## config.mk

```make
export PLATFORM = sky130hd
export DESIGN_NAME = trs_cordic
export DESIGN_NICKNAME = d
export VERILOG_FILES = /design/src/hw/rtl/trs_pkg.sv /design/src/hw/rtl/trs_cordic.sv
export SDC_FILE = /design/constraint.sdc
export NUM_CORES = 2
export LEC_CHECK = 0
export BUFFER_PORTS_ARGS = -buffer_cell sky130_fd_sc_hd__buf_2
export CAP_MARGIN = 20
export CORE_ASPECT_RATIO = 0.5
export CORE_UTILIZATION = 69
export CTS_CLUSTER_DIAMETER = 40
export DETAILED_ROUTE_END_ITERATION = 10
export GPL_ROUTABILITY_DRIVEN = 0
export GPL_TIMING_DRIVEN = 1
export MAX_ROUTING_LAYER = met4
export PLACE_DENSITY = 0.95
export SETUP_SLACK_MARGIN = 0.5
export SYNTH_ARGS = -nofsm -noshare
export SYNTH_HDL_FRONTEND = slang
export SYNTH_SLANG_ARGS = --single-unit
```

## constraint.sdc

```tcl
create_clock -name aclk -period 7.5 [get_ports aclk]
set_clock_uncertainty 0.15 [all_clocks]
set_input_delay 0.375 -clock aclk [delete_from_list [all_inputs] [get_ports aclk]]
set_output_delay 0.375 -clock aclk [all_outputs]
set_load 0.01 [all_outputs]
```

## src/hw/rtl/trs_pkg.sv

```systemverilog
// Shared widths, fixed-point constants and types of the transform matrix pipeline.
package trs_pkg;

    localparam int FW        = 32;            // width of every Q16.16 field
    localparam int N_IN      = 9;
    localparam int N_OUT     = 12;
    localparam int IN_W      = FW * N_IN;
    localparam int OUT_W     = FW * N_OUT;

    // Angle reduction: bias to a positive value, then eight compare-subtract steps.
    localparam int RED_W     = 33;
    localparam int RED_STEPS = 8;
    localparam logic [RED_W-1:0] DEG360_U   = 33'd23592960;
    localparam logic [RED_W:0]   ANGLE_BIAS = 34'd2170552320;   // 92 turns

    localparam int ZW = 26;
    localparam logic signed [ZW-1:0] DEG90_Z  = 26'sd5898240;
    localparam logic signed [ZW-1:0] DEG180_Z = 26'sd11796480;
    localparam logic signed [ZW-1:0] DEG360_Z = 26'sd23592960;

    localparam int CORDIC_ITERS = 17;
    localparam int XW           = 34;
    localparam logic signed [XW-1:0] CORDIC_GAIN = 34'sd652032874;
    localparam logic signed [XW-1:0] ONE_X       = 34'sd1073741824;

    localparam int ANGLE_LAT  = RED_STEPS + 2;
    localparam int CORDIC_LAT = CORDIC_ITERS + 1;
    localparam int FRONT_LAT  = ANGLE_LAT + CORDIC_LAT;

    typedef logic signed [FW-1:0] q16_t;
    typedef logic signed [FW-1:0] trig_t;     // Q2.30, within [-1, 1]
    typedef logic signed [ZW-1:0] zang_t;

    typedef struct packed {
        q16_t x;
        q16_t y;
        q16_t z;
    } vec3_t;

    function automatic int atan_q16(input int i);
        int r;
        case (i)
            0:       r = 2949120;
            1:       r = 1740967;
            2:       r = 919879;
            3:       r = 466945;
            4:       r = 234379;
            5:       r = 117304;
            6:       r = 58666;
            7:       r = 29335;
            8:       r = 14668;
            9:       r = 7334;
            10:      r = 3667;
            11:      r = 1833;
            12:      r = 917;
            13:      r = 458;
            14:      r = 229;
            15:      r = 115;
            16:      r = 57;
            default: r = 0;
        endcase
        return r;
    endfunction

endpackage

```

## src/hw/rtl/trs_cordic.sv

```systemverilog
// Unrolled rotation-mode CORDIC, one iteration per stage, giving sine and cosine in Q2.30.
module trs_cordic (
    input  logic           aclk,
    input  logic           en,
    input  trs_pkg::zang_t z_i,
    input  logic           neg_i,
    output trs_pkg::trig_t sin_o,
    output trs_pkg::trig_t cos_o
);
    import trs_pkg::*;

    logic signed [XW-1:0] x_in  [0:CORDIC_ITERS-1];
    logic signed [XW-1:0] y_in  [0:CORDIC_ITERS-1];
    zang_t                z_in  [0:CORDIC_ITERS-1];
    logic                 n_in  [0:CORDIC_ITERS-1];
    logic signed [XW-1:0] x_reg [0:CORDIC_ITERS-1];
    logic signed [XW-1:0] y_reg [0:CORDIC_ITERS-1];
    zang_t                z_reg [0:CORDIC_ITERS-1];
    logic                 n_reg [0:CORDIC_ITERS-1];
    logic signed [XW-1:0] xc;
    logic signed [XW-1:0] yc;
    trig_t                sin_reg;
    trig_t                cos_reg;

    for (genvar i = 0; i < CORDIC_ITERS; i++) begin : g_iter
        localparam zang_t ATAN = ZW'(atan_q16(i));
        if (i == 0) begin : g_first
            assign x_in[i] = CORDIC_GAIN;
            assign y_in[i] = '0;
            assign z_in[i] = z_i;
            assign n_in[i] = neg_i;
        end else begin : g_next
            assign x_in[i] = x_reg[i-1];
            assign y_in[i] = y_reg[i-1];
            assign z_in[i] = z_reg[i-1];
            assign n_in[i] = n_reg[i-1];
        end
        always_ff @(posedge aclk) begin
            if (en) begin
                if (z_in[i] >= 0) begin
                    x_reg[i] <= x_in[i] - (y_in[i] >>> i);
                    y_reg[i] <= y_in[i] + (x_in[i] >>> i);
                    z_reg[i] <= z_in[i] - ATAN;
                end else begin
                    x_reg[i] <= x_in[i] + (y_in[i] >>> i);
                    y_reg[i] <= y_in[i] - (x_in[i] >>> i);
                    z_reg[i] <= z_in[i] + ATAN;
                end
                n_reg[i] <= n_in[i];
            end
        end
    end

    always_comb begin
        xc = x_reg[CORDIC_ITERS-1];
        yc = y_reg[CORDIC_ITERS-1];
        if (xc > ONE_X) xc = ONE_X;
        if (xc < -ONE_X) xc = -ONE_X;
        if (yc > ONE_X) yc = ONE_X;
        if (yc < -ONE_X) yc = -ONE_X;
        if (n_reg[CORDIC_ITERS-1]) begin
            xc = -xc;
            yc = -yc;
        end
    end

    always_ff @(posedge aclk) begin
        if (en) begin
            cos_reg <= FW'(xc);
            sin_reg <= FW'(yc);
        end
    end

    assign sin_o = sin_reg;
    assign cos_o = cos_reg;

endmodule

```

After elaboration in Yosys (flattened, before gate mapping)
Memory sizes are Yosys's and may differ from the RTL's.
Index checks and enable logic that the tools add are counted.
{"block": "totals", "reg_bits": 64, "ramBits": 1615, "wordCells": 339, "n_memories": 4}
{"block": "classes", "n_addsub": 100, "order_cmp": 21, "n_mux": 161, "bitwise": 51}
{"name": "x_reg", "depth": 17, "width": 34, "rd": 17, "rd_ports_with_merged_regs": 0, "wr": 17, "line_no": "trs_cordic.sv:16", "text": "logic signed [XW-1:0] x_reg [0:CORDIC_ITERS-1];"}
{"name": "y_reg", "depth": 17, "width": 34, "rd": 17, "rd_ports_with_merged_regs": 0, "wr": 17, "line_no": "trs_cordic.sv:17", "text": "logic signed [XW-1:0] y_reg [0:CORDIC_ITERS-1];"}
{"name": "z_reg", "depth": 17, "width": 26, "rd": 16, "rd_ports_with_merged_regs": 0, "wr": 17, "line_no": "trs_cordic.sv:18", "text": "zang_t z_reg [0:CORDIC_ITERS-1];"}
{"name": "n_reg", "depth": 17, "width": 1, "rd": 17, "rd_ports_with_merged_regs": 0, "wr": 17, "line_no": "trs_cordic.sv:19", "text": "logic n_reg [0:CORDIC_ITERS-1];"}
{"op": "34-bit 2-to-1 mux", "n": 36}
{"op": "26-bit by 1-bit >= comparator with 1-bit output, second input constant", "n": 17}
{"op": "26-bit 2-to-1 mux", "n": 17}
{"op": "32-bit 2-to-1 mux", "n": 4}
{"op": "1-bit 2-to-1 mux", "n": 104}
{"op": "34-bit by 18-bit adder with 34-bit output", "n": 2}
{"op": "34-bit by 19-bit adder with 34-bit output", "n": 2}
{"op": "34-bit by 20-bit adder with 34-bit output", "n": 2}
{"op": "34-bit by 21-bit adder with 34-bit output", "n": 2}
{"op": "34-bit by 22-bit adder with 34-bit output", "n": 2}
{"op": "34-bit by 23-bit adder with 34-bit output", "n": 2}
{"op": "34-bit by 24-bit adder with 34-bit output", "n": 2}
{"op": "34-bit by 25-bit adder with 34-bit output", "n": 2}
{"op": "34-bit by 26-bit adder with 34-bit output", "n": 2}
{"op": "34-bit by 27-bit adder with 34-bit output", "n": 2}
{"op": "34-bit by 28-bit adder with 34-bit output", "n": 2}
{"op": "34-bit by 29-bit adder with 34-bit output", "n": 2}
{"op": "34-bit by 30-bit adder with 34-bit output", "n": 2}
{"op": "34-bit by 31-bit adder with 34-bit output", "n": 2}
{"op": "34-bit by 32-bit adder with 34-bit output", "n": 2}
{"op": "34-bit by 33-bit adder with 34-bit output", "n": 2}
{"op": "34-bit by 32-bit greater-than comparator with 1-bit output, second input constant", "n": 2}
{"op": "34-bit by 31-bit less-than comparator with 1-bit output, second input constant", "n": 2}
{"op": "34-bit by 18-bit subtractor with 34-bit output", "n": 2}
{"op": "other kinds (51)", "n": 117}

Logic depth before layout (Yosys ltp)
An unclocked memory read counts as a cell.
{"block": "depth", "depth_word": 7, "mapped_depth": 23, "mapped_depth_nobuf": 23}

Least setup slack after synthesis
No wires, ideal clock.
{"block": "synth_timing", "path_type": "input -> register", "startpoint": "input en", "endpoint": "memory z_reg[9][25] (netlist bit) (data pin)", "setup_ps": 261, "t_arrival_ps": 4587, "required_ps": 7089, "path_slack_ps": 2502, "path_stages": 16, "n_path_buf": 3, "path_cell_list": "clkbuf_1 -> clkbuf_1 -> nand2_1 -> clkbuf_1 -> ha_1 -> nor2b_1 -> o31a_1 -> o221a_2 -> o311a_1 -> o41ai_1 -> o21ai_0 -> o41ai_1 -> o21ai_0 -> or4_1 -> o21ai_0 -> xnor2_1"}
{"item": "start: declaration", "line_no": "trs_cordic.sv:4", "text": "input logic en,"}
{"item": "end: declaration", "line_no": "trs_cordic.sv:18"}

==> impl_metrics.json <==
{
  "seq_area_frac_synth": 0.363,
  "final_core_util": 0.748,
  "synth-seq-cells": 1535,
  "die-area_mm2": 0.186,
  "viasPerCell": 6.78,
  "tightest_slew_ns": 1.14,
  "numCtsBuffers": 165,
  "cp_top_family": "compound AO/OA/AOI/OAI gates",
  "fmax_ghz": 0.157,
  "vias": 107000,
  "slew_viol_final": 0,
  "worst-path-buf-inv": 1,
  "grt_pass1_wl_um": 530000,
  "synth.top_cell.area_share": 0.363,
  "ctsHoldBuffers": 33,
  "rows": 110,
  "nets": 14800,
  "status": "finished, violations left",
  "largest_reg_flops": 545,
  "area_growth_pct": 6.91,
  "cts_buffer_depth": 4,
  "io_pins": 93,
  "design_area_mm2": 0.136,
  "ctsHtreeMaxLevel": 4,
  "avgSynthCellArea_um2": 9.63,
  "slowest_delay_ns": 0.88,
  "clockRootBuffer": "clkbuf_16",
  "fin_ws_ns": 1.13,
  "path_max_fanout": 4,
  "cp-start-kind": "flip-flop",
  "cts_setup_buffers": 0,
  "drt_iter0_drc": 11700,
  "synth_edf_count": 1535,
  "routedWlPerCell_um": 20.9,
  "fillers": 10600,
  "firstDrtPassIters": 11,
  "ys.flop_type": "edfxtp_1",
  "grt_use_total": 0.355,
  "cts.sinks": 1535,
  "portBuffers": 92,
  "antenna_found_initial": 8,
  "fin_setup_tns_ns": 0,
  "grt_max_degree": 183,
  "clkLatencyLatePin_ns": 0.84,
  "synth_nets": 14600,
  "tritoncts": "built",
  "cp_cell_sequence": "inv_1 > ha_1 > nand2b_1 > nor4_1 > nand2_1 > nor4_1 > a21oi_1 > xnor2_1 > ha_1 > a21o_1 > a21o_1 > a21o_1 > a2111oi_0 > o31ai_1 > or3_1 > o21ai_0 > o2111ai_1 > a21oi_1 > xnor2_1",
  "dp_slack_ns": 1.67,
  "ys_types": 93,
  "crit_type": "reg -> reg",
  "crit_slowest_cell": "a2111oi_0",
  "layout-drive-gt1-share": 0.0412,
  "drc": 1,
  "relSlewSlack": 0.236,
  "overflow": 0,
  "cp-end-kind": "flip-flop",
  "ff_latch_area_mm2": 0.0461,
  "drv_cap": 0,
  "min_period_over_period": 0.850,
  "setup_viol": 0,
  "fin_crit_ns": 6.37,
  "core-area_mm2": 0.181,
  "grt_pass1_vias": 106000,
  "dp_hpwl_um": 237000,
  "crit_path_frequent_cell": "a21o_1",
  "die_y_um": 305,
  "placed_cell_area_mm2": 0.130,
  "async_flop_share": 0,
  "wl_um": 331000,
  "synth.most_common_cell": "edfxtp_1",
  "crit_arrival_ns": 6.81,
  "worst_hold_path_type": "in -> reg",
  "ant_nets": 0,
  "hold_viol_final": 0,
  "path_clk_slew_ns": 0.06,
  "synth_top_area_cell": "edfxtp_1",
  "die_w_um": 608,
  "synth_common_cells": "1,535 x edfxtp_1, 1,385 x ha_1, 1,329 x a21oi_1, 1,296 x xnor2_1, 1,043 x nor2_1",
  "start_util": 0.700,
  "crit_required_ns": 7.94,
  "ys_top_cells_by_area": "edfxtp_1 36%, ha_1 14%, xnor2_1 9.0%",
  "netlist_area_mm2": 0.127,
  "syn_inst": 13200,
  "yosys_warnings": 0,
  "post_cts_resized": 0,
  "rsz0062_at_grt": "no",
  "violations": "DRC",
  "multi_input_area_mm2": 0.0776
}
-- stage by stage --
step                      std cells  hold WS (ns)
after floorplan               13200         0.250
after global placement        15500         0.251
after detailed placement      15500         0.256
after CTS                     15800        0.0848
after global routing          15800         0.103
final                         15800        0.0982
-- layer usage --
layer	global-route usage	wire [µm]	share of wire
met3	0.0636	25600	0.077
met1	0.370	117000	0.35
met5	-	0	0
met4	0.254	28500	0.086
met2	0.610	159000	0.48
-- worst reg2reg max path, cell delays in order (launching register included) --
cell,delay [ns]
edfxtp_1,0.46
inv_1,0.09
ha_1,0.17
nand2b_1,0.08
nor4_1,0.60
nand2_1,0.21
nor4_1,0.54
a21oi_1,0.17
xnor2_1,0.33
ha_1,0.35
a21o_1,0.21
a21o_1,0.18
a21o_1,0.20
a2111oi_0,0.88
o31ai_1,0.19
or3_1,0.33
o21ai_0,0.41
o2111ai_1,0.22
a21oi_1,0.24
xnor2_1,0.09
-- path summary, 6_finish.rpt --
kind                                    start       endpoint  slack (ns)  depth (start not counted)
worst max-delay path            x_reg[11][12]  y_reg[12][33]        1.13                         19
worst max register to register  x_reg[11][12]  y_reg[12][33]        1.13                         19
worst min-delay path                  z_i[10]   z_reg[0][10]         0.1                          2
worst min register to register       n_reg[8]       n_reg[9]        0.27                          0
-- cells by family (layout without fill, tap and decap cells) --
family | after synthesis | after routing | share of synthesized area
compound gates | 3918 | 3918 | 0.195
other cells | 0 | 8 | 0
simple gates | 3407 | 3407 | 0.130
fa+ha+maj | 1432 | 1432 | 0.144
xor+xnor | 1927 | 1927 | 0.133
buf+inv | 837 | 1099 | 0.0250
mux | 108 | 108 | 0.00897
flops | 1535 | 1535 | 0.363
-- cell type report --
type,count,area share
Timing Repair Buffer,188,0.00947
Antenna cell,8,0.000148
Inverter,626,0.0173
Sequential cell,1535,0.340
Clock buffer,190,0.0321
Multi-Input combinational cell,10800,0.572
Tap cell,2408,0.0222
Clock inverter,95,0.00668
-- cell usage in the layout (no fill, tap or decap), drive strengths merged, types with 156 or more instances in the layout --
cell type and n:
nand2b 248, nand2 770, o21a 222, inv 634, o31ai 156, nor2 1043
nor2b 177, nor3 303, o21ai 742, xor2 631, a21o 563, xnor2 1296
clkbuf 193, ha 1385, a21oi 1329, o21bai 173, nand3 183, edfxtp 1535
Power is left out: the tool's default activity adds up to more than one toggle a clock period on the data nets, which glitch-free logic cannot reach.
