[src/hw/rtl/trs_pkg.sv]
// Shared widths, fixed-point constants and types of the transform matrix pipeline.
package trs_pkg;

    localparam int FW        = 32;            // width of every Q16.16 field
    localparam int N_IN      = 9;
    localparam int N_OUT     = 12;
    localparam int IN_W      = FW * N_IN;
    localparam int OUT_W     = FW * N_OUT;

    // Angle reduction: bias to a positive value, then eight compare-subtract steps.
    localparam int RED_W     = 33;
    localparam int RED_STEPS = 8;
    localparam logic [RED_W-1:0] DEG360_U   = 33'd23592960;
    localparam logic [RED_W:0]   ANGLE_BIAS = 34'd2170552320;   // 92 turns

    localparam int ZW = 26;
    localparam logic signed [ZW-1:0] DEG90_Z  = 26'sd5898240;
    localparam logic signed [ZW-1:0] DEG180_Z = 26'sd11796480;
    localparam logic signed [ZW-1:0] DEG360_Z = 26'sd23592960;

    localparam int CORDIC_ITERS = 17;
    localparam int XW           = 34;
    localparam logic signed [XW-1:0] CORDIC_GAIN = 34'sd652032874;
    localparam logic signed [XW-1:0] ONE_X       = 34'sd1073741824;

    localparam int ANGLE_LAT  = RED_STEPS + 2;
    localparam int CORDIC_LAT = CORDIC_ITERS + 1;
    localparam int FRONT_LAT  = ANGLE_LAT + CORDIC_LAT;

    typedef logic signed [FW-1:0] q16_t;
    typedef logic signed [FW-1:0] trig_t;     // Q2.30, within [-1, 1]
    typedef logic signed [ZW-1:0] zang_t;

    typedef struct packed {
        q16_t x;
        q16_t y;
        q16_t z;
    } vec3_t;

    function automatic int atan_q16(input int i);
        int r;
        case (i)
            0:       r = 2949120;
            1:       r = 1740967;
            2:       r = 919879;
            3:       r = 466945;
            4:       r = 234379;
            5:       r = 117304;
            6:       r = 58666;
            7:       r = 29335;
            8:       r = 14668;
            9:       r = 7334;
            10:      r = 3667;
            11:      r = 1833;
            12:      r = 917;
            13:      r = 458;
            14:      r = 229;
            15:      r = 115;
            16:      r = 57;
            default: r = 0;
        endcase
        return r;
    endfunction

endpackage

[src/hw/rtl/trs_angle_reduce.sv]
// Angle reduction pipeline: wraps a Q16.16 angle into [-90, 90] degrees with a negate flag.
module trs_angle_reduce (
    input  logic          aclk,
    input  logic          en,
    input  trs_pkg::q16_t angle_i,
    output trs_pkg::zang_t z_o,
    output logic          neg_o
);
    import trs_pkg::*;

    logic [RED_W-1:0] u_reg [0:RED_STEPS];
    zang_t            z_reg;
    logic             neg_reg;
    zang_t            m_a;
    zang_t            m_b;
    logic             neg_b;

    always_ff @(posedge aclk) begin
        if (en) begin
            u_reg[0] <= RED_W'({{2{angle_i[FW-1]}}, angle_i} + ANGLE_BIAS);
        end
    end

    // One restoring step per stage, largest multiple of a full turn first.
    for (genvar k = 0; k < RED_STEPS; k++) begin : g_step
        localparam logic [RED_W-1:0] SUB = DEG360_U << (RED_STEPS - 1 - k);
        always_ff @(posedge aclk) begin
            if (en) begin
                u_reg[k+1] <= (u_reg[k] >= SUB) ? u_reg[k] - SUB : u_reg[k];
            end
        end
    end

    always_comb begin
        m_a = signed'({1'b0, u_reg[RED_STEPS][ZW-2:0]});
        if (m_a > DEG180_Z) begin
            m_a = m_a - DEG360_Z;
        end
        neg_b = 1'b0;
        m_b   = m_a;
        if (m_a > DEG90_Z) begin
            m_b   = m_a - DEG180_Z;
            neg_b = 1'b1;
        end else if (m_a < -DEG90_Z) begin
            m_b   = m_a + DEG180_Z;
            neg_b = 1'b1;
        end
    end

    always_ff @(posedge aclk) begin
        if (en) begin
            z_reg   <= m_b;
            neg_reg <= neg_b;
        end
    end

    assign z_o   = z_reg;
    assign neg_o = neg_reg;

endmodule

[config.mk]
export PLATFORM = sky130hd
export DESIGN_NAME = trs_angle_reduce
export DESIGN_NICKNAME = d
export VERILOG_FILES = /design/src/hw/rtl/trs_pkg.sv /design/src/hw/rtl/trs_angle_reduce.sv
export SDC_FILE = /design/constraint.sdc
export NUM_CORES = 1
export LEC_CHECK = 0
export ABC_AREA = 1
export BUFFER_PORTS_ARGS = -buffer_cell sky130_fd_sc_hd__buf_2
export CORE_UTILIZATION = 55
export DETAILED_ROUTE_END_ITERATION = 12
export PLACE_DENSITY = 0.75
export SLEW_MARGIN = 5
export SYNTH_ARGS = -nofsm -noshare
export SYNTH_HDL_FRONTEND = slang
export SYNTH_SLANG_ARGS = --single-unit
export TNS_END_PERCENT = 20
[constraint.sdc]
create_clock -name aclk -period 2.65 [get_ports aclk]
set_input_delay 0.795 -clock aclk [delete_from_list [all_inputs] [get_ports aclk]]
set_output_delay 0.795 -clock aclk [all_outputs]
set_load 0.02 [all_outputs]
Yosys cells after proc, flatten, opt, wreduce, memory -nomap -nowiden. Memories as Yosys holds them, arrays and structs flattened. Index checks and enable logic that the tools add are counted.

Logic and storage cells: 40. Register bits after elaboration: 27. Memories kept: 1. Bits in writable memories: 297.

Memory list: u_reg (words 9, bits a word 33, read ports 9, clocked after memory_dff 0, write ports 9, line trs_angle_reduce.sv:11) `logic [RED_W-1:0] u_reg [0:RED_STEPS];`.

Add/subtract/negate cells: 12. Muxes and demuxes: 14. Magnitude comparators: 11.

Operator list (count): 33-bit 2-to-1 mux (8); 26-bit 2-to-1 mux (3); 32-bit by 33-bit adder with 33-bit output, second input constant (1); 33-bit by 25-bit >= comparator with 1-bit output, second input constant (1); 33-bit by 26-bit >= comparator with 1-bit output, second input constant (1); 33-bit by 27-bit >= comparator with 1-bit output, second input constant (1); 33-bit by 28-bit >= comparator with 1-bit output, second input constant (1); 33-bit by 29-bit >= comparator with 1-bit output, second input constant (1); 33-bit by 30-bit >= comparator with 1-bit output, second input constant (1); 33-bit by 31-bit >= comparator with 1-bit output, second input constant (1); 33-bit by 32-bit >= comparator with 1-bit output, second input constant (1); 33-bit by 25-bit subtractor with 33-bit output, second input constant (1); 33-bit by 26-bit subtractor with 33-bit output, second input constant (1); 33-bit by 27-bit subtractor with 33-bit output, second input constant (1); 33-bit by 28-bit subtractor with 33-bit output, second input constant (1); 33-bit by 29-bit subtractor with 33-bit output, second input constant (1); 33-bit by 30-bit subtractor with 33-bit output, second input constant (1); 33-bit by 31-bit subtractor with 33-bit output, second input constant (1); 33-bit by 32-bit subtractor with 33-bit output, second input constant (1); 26-bit by 25-bit adder with 26-bit output, second input constant (1); 26-bit by 24-bit > comparator with 1-bit output, second input constant (1); 26-bit by 24-bit < comparator with 1-bit output, second input constant (1); 25-bit by 25-bit subtractor with 26-bit output, second input constant (1); 26-bit by 25-bit subtractor with 26-bit output, second input constant (1); 2 further kinds (4).

Longest topological paths before layout. Gate-level depths: netlist of the first run.

Word-level depth: 5. Mapped depth: 20.

Worst setup path before layout of the first run. OpenSTA, ideal clock, no wires.

Path kind: reg2reg. Start: memory u_reg[8][19], in the netlist u_reg[0][283]. End: register z_reg[20], in the netlist z_o[20], data pin. Data arrival time: 2.287 ns. Path slack: 0.109 ns. Data required time: 2.396 ns. Clock period less this slack: 2.541 ns. Stages on the path, launching flop included: 21. Buffers on the path: 0. Cells stage by stage: edfxtp_1 inv_1 ha_1 nand2_1 nand2_1 a21oi_1 o21bai_4 nand2_1 nand2_1 inv_1 ha_1 a21oi_1 nor2_1 nand2_1 nand2_1 nand2_1 nand2_1 nand2_2 inv_2 o21ai_1 nand2_1.

RTL lines: start, declared (line trs_angle_reduce.sv:11); end signal, assigned (line trs_angle_reduce.sv:52) `z_reg <= m_b;`; end, declared (line trs_angle_reduce.sv:12) `zang_t z_reg;`.

==> results of run 1 <==
layer usage:
layer,vias up,track usage,routed length (microns)
li1,3868,-,-
met1,3513,0.148,7040
met2,200,0.339,11000
met3,71,0.0260,713
met4,0,0.0859,1010
met5,-,0,0
placed cells by master (no fill, tap or decap), types with 3 or more instances in the layout:
cell        count
nor4_1         40
nand3b_1        4
ha_1           18
inv_1         123
o211ai_1        3
buf_12          5
nand2_4         3
inv_2           6
clkbuf_1        3
nand2_2         8
o21ai_0        21
xor2_1         56
bufinv_16       6
xnor2_1        12
clkinv_4        4
buf_4          25
clkbuf_16      31
and3_1          3
or2_2           3
clkinv_1        5
nand2_1       173
edfxtp_1      316
clkinvlp_4      3
nor3_1         21
nor2_1        101
nand4_1        16
nand3_1        39
clkinv_2        6
a21oi_1        28
buf_2          59
area by class of cell:
type | instances | area [sq um]
multi-input cells | 582 | 3230
fillers | 1665 | 8160
well taps | 319 | 399
flip-flops and latches | 316 | 9490
repair buffers | 92 | 621
clock inverters | 24 | 290
inverters | 131 | 495
clock buffers | 34 | 787
critical path: cells and delay by family (launching register included):
| family | cells | cell delay, ns |
|---|---|---|
| fa+ha+maj | 1 | 0.17 |
| buf+inv | 3 | 0.43 |
| flops | 1 | 0.44 |
| simple gates | 16 | 1.23 |
what timing repair did:
action / 4_1_cts / 5_1_grt
gates resized for setup: 1 / 16
cloned: 0 / 0
pin swaps: 0 / 7
setup endpoints to repair: 2 / 9
hold endpoints to repair: 0 / 0
buffers inserted: 0 / 9
through the flow:
step	setup WS (ns)	instances
4_1_cts	0.0288	1489
5_1_grt	-0.0301	1498
2_1_floorplan	0.109	1030
3_5_place_dp	-0.00325	1431
6_report	0.149	1498
3_3_place_gp	0.130	1431
power by group through the flow:
stage / clock [mW] / sequential, mW / combinational [mW]
6_report: 4.50 / 6.50 / 1.87
5_1_grt: 4.75 / 6.55 / 2.12
3_3_place_gp: 0 / 6.58 / 1.76
2_1_floorplan: 0 / 6.60 / 1.19
4_1_cts: 4.58 / 6.50 / 1.82
3_5_place_dp: 0 / 6.60 / 1.80
cells by family (layout without fill, tap and decap cells):
kind of cell             Yosys count  count (layout)  share of synthesized area
buffers and inverters            132             281                     0.0383
XOR/XNOR                          68              68                     0.0452
AND/OR/NAND/NOR                  422             422                      0.143
flip-flops                       316             316                      0.720
adder cells (fa/ha/maj)           20              20                     0.0190
AO/OA/AOI/OAI                     72              72                     0.0341
path summary, 6_finish.rpt:
path                            from                endpoint  slack [ns]  cells past startpoint
min reg2reg   u_reg[0][12]$_DFFE_PP_  u_reg[0][45]$_DFFE_PP_        0.44                      0
max          u_reg[0][283]$_DFFE_PP_       z_o[23]$_DFFE_PP_        0.15                     20
min                       angle_i[6]   u_reg[0][6]$_DFFE_PP_        0.42                      1
max reg2reg  u_reg[0][283]$_DFFE_PP_       z_o[23]$_DFFE_PP_        0.15                     20
==> impl_metrics.env, run 1 <==
export IMPL_status="complete, no violations"
export IMPL_fin_skew_ns=0.00859
export IMPL_ant_nets=0
export IMPL_p_sw_mw=3.24
export IMPL_fmax_ghz=0.400
export IMPL_final_nets=1208
export IMPL_post_route_period_util=0.944
export IMPL_yosysTopAreaCellShare=0.720
export IMPL_grt_setup_unrepaired="true"
export IMPL_final_max_slew_viol_count=0
export IMPL_placed_cell_area_sq_mm=0.0141
export IMPL_finalHoldViolCount=0
export IMPL_critPathMaxFanout=8
export IMPL_cap_violations=0
export IMPL_drtPass1Iterations=6
export IMPL_fin_crit_ns=2.50
export IMPL_design_area_sq_mm=0.0153
export IMPL_switching_share=0.251
export IMPL_finalHoldWorstSlack_ns=0.416
export IMPL_grt_total_usage=0.164
export IMPL_slew_headroom=0.571
export IMPL_worst_pin_slew_ns=0.638
export IMPL_syn_inst=1030
export IMPL_viasPerCell=5.11
export IMPL_crit_path_end_kind="flip-flop"
export IMPL_ir_worst_vdd_v=0.000587
export IMPL_drive_gt1_frac=0.148
export IMPL_grt_pass1_wl_mm=31.6
export IMPL_diodes=0
export IMPL_tns_ns=0
export IMPL_seq_power_share=0.505
export IMPL_holdBufCountCts=0
export IMPL_globalRouteOverflowTotal=0
export IMPL_ys_types=42
export IMPL_pwr_share_comb=0.145
export IMPL_synthesis_area_sq_mm=0.0132
export IMPL_fp_dieArea_sq_mm=0.0246
export IMPL_core_sq_mm=0.0235
export IMPL_yosysMostFrequentCell="edfxtp_1"
export IMPL_clock_path_buffers=3
export IMPL_area_delta_synth_final_pct=16.2
export IMPL_clk_pin_slew_worst_paths_ns=0.06
export IMPL_avgSynthCellArea_sq_um=12.8
export IMPL_hold_class="input pin to flip-flop"
export IMPL_cts_root_buf="clkbuf_16"
export IMPL_wl_per_cell_microns=13.2
export IMPL_die_h_microns=157
export IMPL_cellLeakagePower_nw=6.06
export IMPL_yosys_warnings=0
export IMPL_arrival_ns=2.81
export IMPL_grt_pass1_vias=7402
export IMPL_first_iter_violations=311
export IMPL_slowest_stage="edfxtp_1"
export IMPL_final_util=0.652
export IMPL_cts_tree="yes"
export IMPL_worst_path_most_repeated_cell="nand2_1"
export IMPL_vias=7652
export IMPL_pwr_share_clk=0.350
export IMPL_largest_register_ffs=289
export IMPL_drc=0
export IMPL_cts_sinks=316
export IMPL_cts_buffers_inserted=31
export IMPL_crit_required_ns=2.96
export IMPL_slowest_delay_ns=0.44
export IMPL_total_power_mw=12.9
export IMPL_setup_viol=0
export IMPL_grt_antenna_before_repair=0
export IMPL_htreeDepth=1
export IMPL_die_w_microns=157
export IMPL_synthesis_nets=1084
export IMPL_cp_start_kind="flip-flop"
export IMPL_pin_count=61
export IMPL_async_reset_ff_frac=0
export IMPL_grt_max_degree=57
export IMPL_synth_top_cells_by_area="edfxtp_1 (72%), nand2_1 (5.1%), xor2_1 (3.7%)"
export IMPL_core_rowCount=56
export IMPL_start_util=0.561
export IMPL_power_density_mw_per_mm2=841
export IMPL_synth_edff_count=316
export IMPL_io_buffers=60
export IMPL_clkLatencyLatePin_ns=0.55
export IMPL_path_class="flip-flop to flip-flop"
export IMPL_synth_main_ff_cell="edfxtp_1"
export IMPL_place_gp_congestion=0.894
export IMPL_synthTopCellsByCount="edfxtp_1 (316), nand2_1 (178), inv_1 (124)"
export IMPL_worstPathCellList="buf_6, buf_4, nor2_4, nand3b_1, nor2_1, nand2_1, nand3_2, nand2_2, buf_4, ha_1, nand2_1, nand3_1, nand2_1, nand2_2, nand2_4, nand2_4, nand2_1, nand2_1, nand2_1, nand2_1"
export IMPL_synth_top_area_cell="edfxtp_1"
export IMPL_p_int_mw=9.63
export IMPL_synth_seq_area_share=0.720
export IMPL_dp_hpwl_mm=13.8
export IMPL_synth_seq_cells=316
export IMPL_wl_mm=19.7
Power figures use the tool's default switching activity.
==> run 2, diff against run 1 <==
- SLEW_MARGIN: 5 -> 20
- clock period: 2.65 -> 2.05 ns (I/O delays scaled with it)
==> run 2 against run 1 <==
The run now ends with setup timing left. Utilization increased by 4.1 points. Combinational power grew 58%. Wire length rose by 10%. Final cell count is 5.4% higher. Highest routed layer unchanged. Largest power group unchanged. Critical path depth fell by 1. Via count is 3.8% higher. First-iteration DRC count grew 29%. Non-clock buffer count rose by 81. Clock skew rose by 0.0098 ns. Register-to-register slack got worse by 0.54 ns. Sequential power rose by 29%. Largest cell class unchanged.
==> impl_metrics.env, run 2 (same netlist as run 1, synthesis figures left out) <==
export IMPL_ant_nets=0
export IMPL_dp_cells=1512
export IMPL_drtPass1Iterations=4
export IMPL_core_sq_mm=0.0235
export IMPL_grt_max_degree=55
export IMPL_post_route_period_util=1.19
export IMPL_htreeDepth=1
export IMPL_slew_headroom=0.685
export IMPL_die_w_microns=157
export IMPL_largest_register_ffs=289
export IMPL_clock_path_buffers=3
export IMPL_path_buf_inv=1
export IMPL_viasPerCell=5.03
export IMPL_final_cell_mix="edfxtp_1 (316), nand2_1 (159), inv_1 (117)"
export IMPL_fin_skew_ns=0.0184
export IMPL_cp_depth=19
export IMPL_fin_ws_ns=-0.393
export IMPL_clkLatencyLatePin_ns=0.57
export IMPL_finalHoldWorstSlack_ns=0.223
export IMPL_wl_mm=21.8
export IMPL_worst_r2r_path_depth=19
export IMPL_cts_tree="yes"
export IMPL_p_int_mw=12.9
export IMPL_critPathMaxFanout=8
export IMPL_violations="setup timing"
export IMPL_grt_total_usage=0.183
export IMPL_start_util=0.561
export IMPL_dp_hpwl_mm=15.3
export IMPL_fin_crit_ns=2.44
export IMPL_pwr_share_clk=0.349
export IMPL_fmax_ghz=0.409
export IMPL_cts_root_buf="clkbuf_16"
export IMPL_finalHoldViolCount=0
export IMPL_hold_class="input pin to flip-flop"
export IMPL_cts_buffers_inserted=31
export IMPL_pin_count=61
export IMPL_crit_required_ns=2.36
export IMPL_p_sw_mw=4.50
export IMPL_worstPathCellList="nor2_1, nand2_1, nor2_1, nand2_2, o21bai_4, nand2_2, nand2_4, inv_4, ha_4, a21oi_2, nor2_1, nand2_1, nand2_1, nand2_1, nand2_2, nand2_4, nand2_4, nor2_4, nor2_1"
export IMPL_drc=0
export IMPL_globalRouteOverflowTotal=0
export IMPL_slowest_delay_ns=0.42
export IMPL_ir_worst_vdd_v=0.000698
export IMPL_final_cells=1579
export IMPL_switching_share=0.258
export IMPL_status="complete, but fails checks"
export IMPL_area_delta_synth_final_pct=23.5
export IMPL_crit_family="simple AND/OR/NAND/NOR gates"
export IMPL_grt_pass1_vias=8100
export IMPL_cp_start_kind="flip-flop"
export IMPL_final_nets=1289
export IMPL_diodes=0
export IMPL_fp_dieArea_sq_mm=0.0246
export IMPL_worst_pin_slew_ns=0.467
export IMPL_first_iter_violations=401
export IMPL_die_h_microns=157
export IMPL_io_buffers=60
export IMPL_cap_violations=0
export IMPL_slowest_stage="edfxtp_1"
export IMPL_arrival_ns=2.75
export IMPL_pwr_share_comb=0.170
export IMPL_grt_pass1_wl_mm=35.1
export IMPL_core_rowCount=56
export IMPL_setup_viol=9
export IMPL_worstHoldPathCells=1
export IMPL_path_class="flip-flop to flip-flop"
export IMPL_final_common_cell="edfxtp_1"
export IMPL_vias=7944
export IMPL_cellLeakagePower_nw=6.51
export IMPL_drive_gt1_frac=0.255
export IMPL_wl_per_cell_microns=13.8
export IMPL_grt_setup_unrepaired="true"
export IMPL_crit_path_end_kind="flip-flop"
export IMPL_final_max_slew_viol_count=0
export IMPL_place_gp_congestion=0.914
export IMPL_cts_sinks=316
export IMPL_grt_antenna_before_repair=0
export IMPL_seq_power_share=0.481
export IMPL_power_density_mw_per_mm2=1070
export IMPL_clk_pin_slew_worst_paths_ns=0.06
[run 2: final cells by class]
type | instances | area [sq um]
flip-flops and latches | 316 | 9490
fillers | 1569 | 7190
multi-input cells | 582 | 3540
repair buffers | 173 | 1220
clock buffers | 34 | 787
inverters | 131 | 498
well taps | 319 | 399
clock inverters | 24 | 338
[run 2: power groups by stage]
stage                     sequential [mW]  combinational (mW)  clock [mW]
after global placement               8.47                2.64           0
after CTS                            8.38                2.86        6.21
after floorplan                      8.54                1.56           0
after detailed placement             8.50                2.72           0
final                                8.39                2.96        6.08
after global routing                 8.47                3.31        6.44
[run 2: repair_timing]
action | in CTS | in global routing
hold buffers | 0 | 0
buffers inserted | 5 | 4
setup endpoints to repair | 37 | 55
pin swaps | 16 | 11
cloned | 0 | 0
gates resized for setup | 41 | 37
[run 2: through the flow]
stage	instance area (sq um)	utilization	TNS, ns	power [mW]	worst slack (ns)
after CTS	16100	0.686	-3.00	17.4	-0.354
after global placement	14800	0.628	-3.68	11.1	-0.329
after detailed placement	14800	0.628	-5.16	11.2	-0.420
final	16300	0.694	-3.20	17.4	-0.393
after floorplan	13200	-	-2.71	10.1	-0.326
after global routing	16300	0.694	-6.86	18.2	-0.583
[run 2: routing by layer]
metal  wire [microns]  vias up  track usage  share of wire
li1                 -     4026            -              -
met1             7790     3700        0.169           0.36
met2            12400      159        0.375           0.57
met3              706       59       0.0282          0.032
met4              882        0       0.0915          0.041
met5                0        -            0              0
[run 2: worst register-to-register path: stages (launching register included)]
cell      delay (ns)
edfxtp_1        0.42
nor2_1          0.14
nand2_1         0.07
nor2_1          0.16
nand2_2         0.12
o21bai_4        0.15
nand2_2         0.10
nand2_4         0.09
inv_4           0.05
ha_4            0.15
a21oi_2         0.12
nor2_1          0.04
nand2_1         0.06
nand2_1         0.05
nand2_1         0.07
nand2_2         0.07
nand2_4         0.14
nand2_4         0.08
nor2_4          0.08
nor2_1          0.05
[run 2: worst paths after layout]
check                                        startpoint                      to  slack (ns)
worst min-delay path                        angle_i[18]  u_reg[0][18]$_DFFE_PP_        0.22
worst max-delay path            u_reg[0][276]$_DFFE_PP_       z_o[19]$_DFFE_PP_       -0.39
worst max register to register  u_reg[0][276]$_DFFE_PP_       z_o[19]$_DFFE_PP_       -0.39
worst min register to register    u_reg[0][7]$_DFFE_PP_  u_reg[0][40]$_DFFE_PP_        0.45
==> run 3, diff against run 2 <==
- CORE_UTILIZATION: 55 -> 57
- CTS_BUF_LIST: not set -> sky130_fd_sc_hd__clkbuf_8
- PLACE_DENSITY: 0.75 -> 0.78
==> run 3 against run 2 <==
The run still ends with setup timing left. Register-to-register slack hardly changed. Non-clock buffer count is 15 higher. Setup slack worse by 0.0035 ns. Die area is 3.5% lower. Worst hold slack worse by 0.012 ns. Final cell count is 0.13% lower. Sequential power hardly changed. Critical endpoint is now z_o[22]$_DFFE_PP_. Highest routed layer unchanged.
==> impl_metrics.env, run 3 (same netlist as run 1, synthesis figures left out) <==
export IMPL_final_util=0.707
export IMPL_finalHoldViolCount=0
export IMPL_p_int_mw=11.5
export IMPL_final_cell_mix="edfxtp_1 (316), nand2_1 (159), inv_1 (127)"
export IMPL_grt_max_degree=60
export IMPL_reg2reg_from="u_reg[0][266]$_DFFE_PP_"
export IMPL_fmax_ghz=0.409
export IMPL_core_rowCount=55
export IMPL_dp_cells=1494
export IMPL_drive_gt1_frac=0.258
export IMPL_fin_ws_ns=-0.396
export IMPL_fin_crit_ns=2.45
export IMPL_grt_setup_unrepaired="true"
export IMPL_drc=0
export IMPL_status="complete, but fails checks"
export IMPL_grt_antenna_before_repair=0
export IMPL_ir_worst_vdd_v=0.000791
export IMPL_hold_class="input pin to flip-flop"
export IMPL_cts_buffers_inserted=48
export IMPL_die_h_microns=154
export IMPL_cellLeakagePower_nw=6.47
export IMPL_cts_tree="yes"
export IMPL_arrival_ns=2.78
export IMPL_fin_skew_ns=0.0180
export IMPL_pwr_share_comb=0.194
export IMPL_crit_start="u_reg[0][266]$_DFFE_PP_"
export IMPL_path_class="flip-flop to flip-flop"
export IMPL_grt_pass1_wl_mm=35.4
export IMPL_place_ws_ns=-0.425
export IMPL_wl_per_cell_microns=14.2
export IMPL_holdBufCountCts=0
export IMPL_drtPass1Iterations=5
export IMPL_ant_nets=0
export IMPL_cap_violations=0
export IMPL_start_util=0.582
export IMPL_seq_power_share=0.527
export IMPL_die_w_microns=154
export IMPL_vias=8224
export IMPL_clock_path_buffers=3
export IMPL_switching_share=0.277
export IMPL_globalRouteOverflowTotal=0
export IMPL_area_delta_synth_final_pct=21.4
export IMPL_grt_total_usage=0.190
export IMPL_crit_required_ns=2.38
export IMPL_clk_pin_slew_worst_paths_ns=0.06
export IMPL_place_gp_congestion=0.902
export IMPL_final_common_cell="edfxtp_1"
export IMPL_final_nets=1321
export IMPL_setup_viol=11
export IMPL_final_max_slew_viol_count=0
export IMPL_diodes=0
export IMPL_worst_pin_slew_ns=0.434
export IMPL_first_iter_violations=340
export IMPL_largest_register_ffs=289
export IMPL_fp_dieArea_sq_mm=0.0237
export IMPL_final_cells=1577
export IMPL_p_sw_mw=4.41
export IMPL_clkLatencyLatePin_ns=0.58
export IMPL_viasPerCell=5.21
export IMPL_violations="setup timing"
export IMPL_io_buffers=60
export IMPL_cts_root_buf="clkbuf_8"
export IMPL_power_density_mw_per_mm2=995
export IMPL_pin_count=61
export IMPL_critPathMaxFanout=5
export IMPL_crit_path_end_kind="flip-flop"
export IMPL_core_sq_mm=0.0226
export IMPL_slew_headroom=0.707
export IMPL_cts_sinks=316
export IMPL_dp_hpwl_mm=15.4
export IMPL_cp_start_kind="flip-flop"
export IMPL_hold_path_startpoint="angle_i[7]"
export IMPL_post_route_period_util=1.19
export IMPL_pwr_share_clk=0.279
export IMPL_grt_pass1_vias=8238
export IMPL_htreeDepth=2
export IMPL_wl_mm=22.4
==> run 3: power groups by stage <==
stage | combinational (mW) | clock, mW | sequential, mW
floorplan | 1.56 | 0 | 8.54
global placement | 2.73 | 0 | 8.47
detailed placement | 2.81 | 0 | 8.50
CTS | 3.02 | 4.54 | 8.37
global route | 3.43 | 4.78 | 8.46
finish | 3.09 | 4.44 | 8.40
==> run 3: worst max-delay path, cell delays in order (launching register included) <==
cell and delay [ns]:
edfxtp_1 0.41, inv_1 0.07, nand2_1 0.07, nor2_1 0.11, nand2_1 0.06, nor2_1 0.20, nand2_1 0.14, nand3_2 0.13
nand2_4 0.07, inv_4 0.08, ha_4 0.12, a21oi_2 0.04, nor2_1 0.08, nand2_1 0.05, nand2_1 0.05, nand2_1 0.06
nand2_2 0.10, nand2_4 0.10, buf_12 0.15, nand2_2 0.06, nand2_1 0.04
==> run 3: path summary, 6_finish.rpt <==
kind	endpoint	slack, ns	depth (start not counted)
worst min register to register	u_reg[0][74]$_DFFE_PP_	0.44	0
worst max register to register	z_o[22]$_DFFE_PP_	-0.40	20
worst max-delay path	z_o[22]$_DFFE_PP_	-0.40	20
worst min-delay path	u_reg[0][7]$_DFFE_PP_	0.21	1
==> run 3: through the flow <==
step                      hold WS [ns]  cell area (sq um)  setup TNS [ns]  power, mW
after global placement           0.427              14800           -3.58       11.2
after CTS                        0.181              15800           -3.11       15.9
final                            0.211              16000           -3.33       15.9
after global routing             0.180              16000           -7.14       16.7
after floorplan                  0.417              13200           -2.71       10.1
after detailed placement         0.430              14800           -5.15       11.3
==> run 3: repair_timing <==
item	4_1_cts	5_1_grt
gates resized for setup	36	43
pin swaps	20	22
endpoints found under the setup margin	37	48
hold endpoints to repair	0	0
gates cloned	0	0
buffers inserted	6	2
==> run 3: layout make-up <==
| cell class | count | area [sq um] |
|---|---|---|
| Multi-Input combinational cell | 582 | 3530 |
| Clock inverter | 27 | 134 |
| Fill cell | 1460 | 6640 |
| Timing Repair Buffer | 188 | 1340 |
| Sequential cell | 316 | 9490 |
| Tap cell | 285 | 357 |
| Inverter | 131 | 500 |
| Clock buffer | 48 | 661 |
==> run 3: metal layers <==
metal  vias to the layer above  global-route usage  wire length, microns  share of wire
met5                         -                   0                     0              0
met4                         0               0.116                   940          0.042
met3                        70              0.0344                   851          0.038
met2                       191               0.379                 12700           0.57
met1                      3871               0.175                  7930           0.35
li1                       4092                   -                     -              -
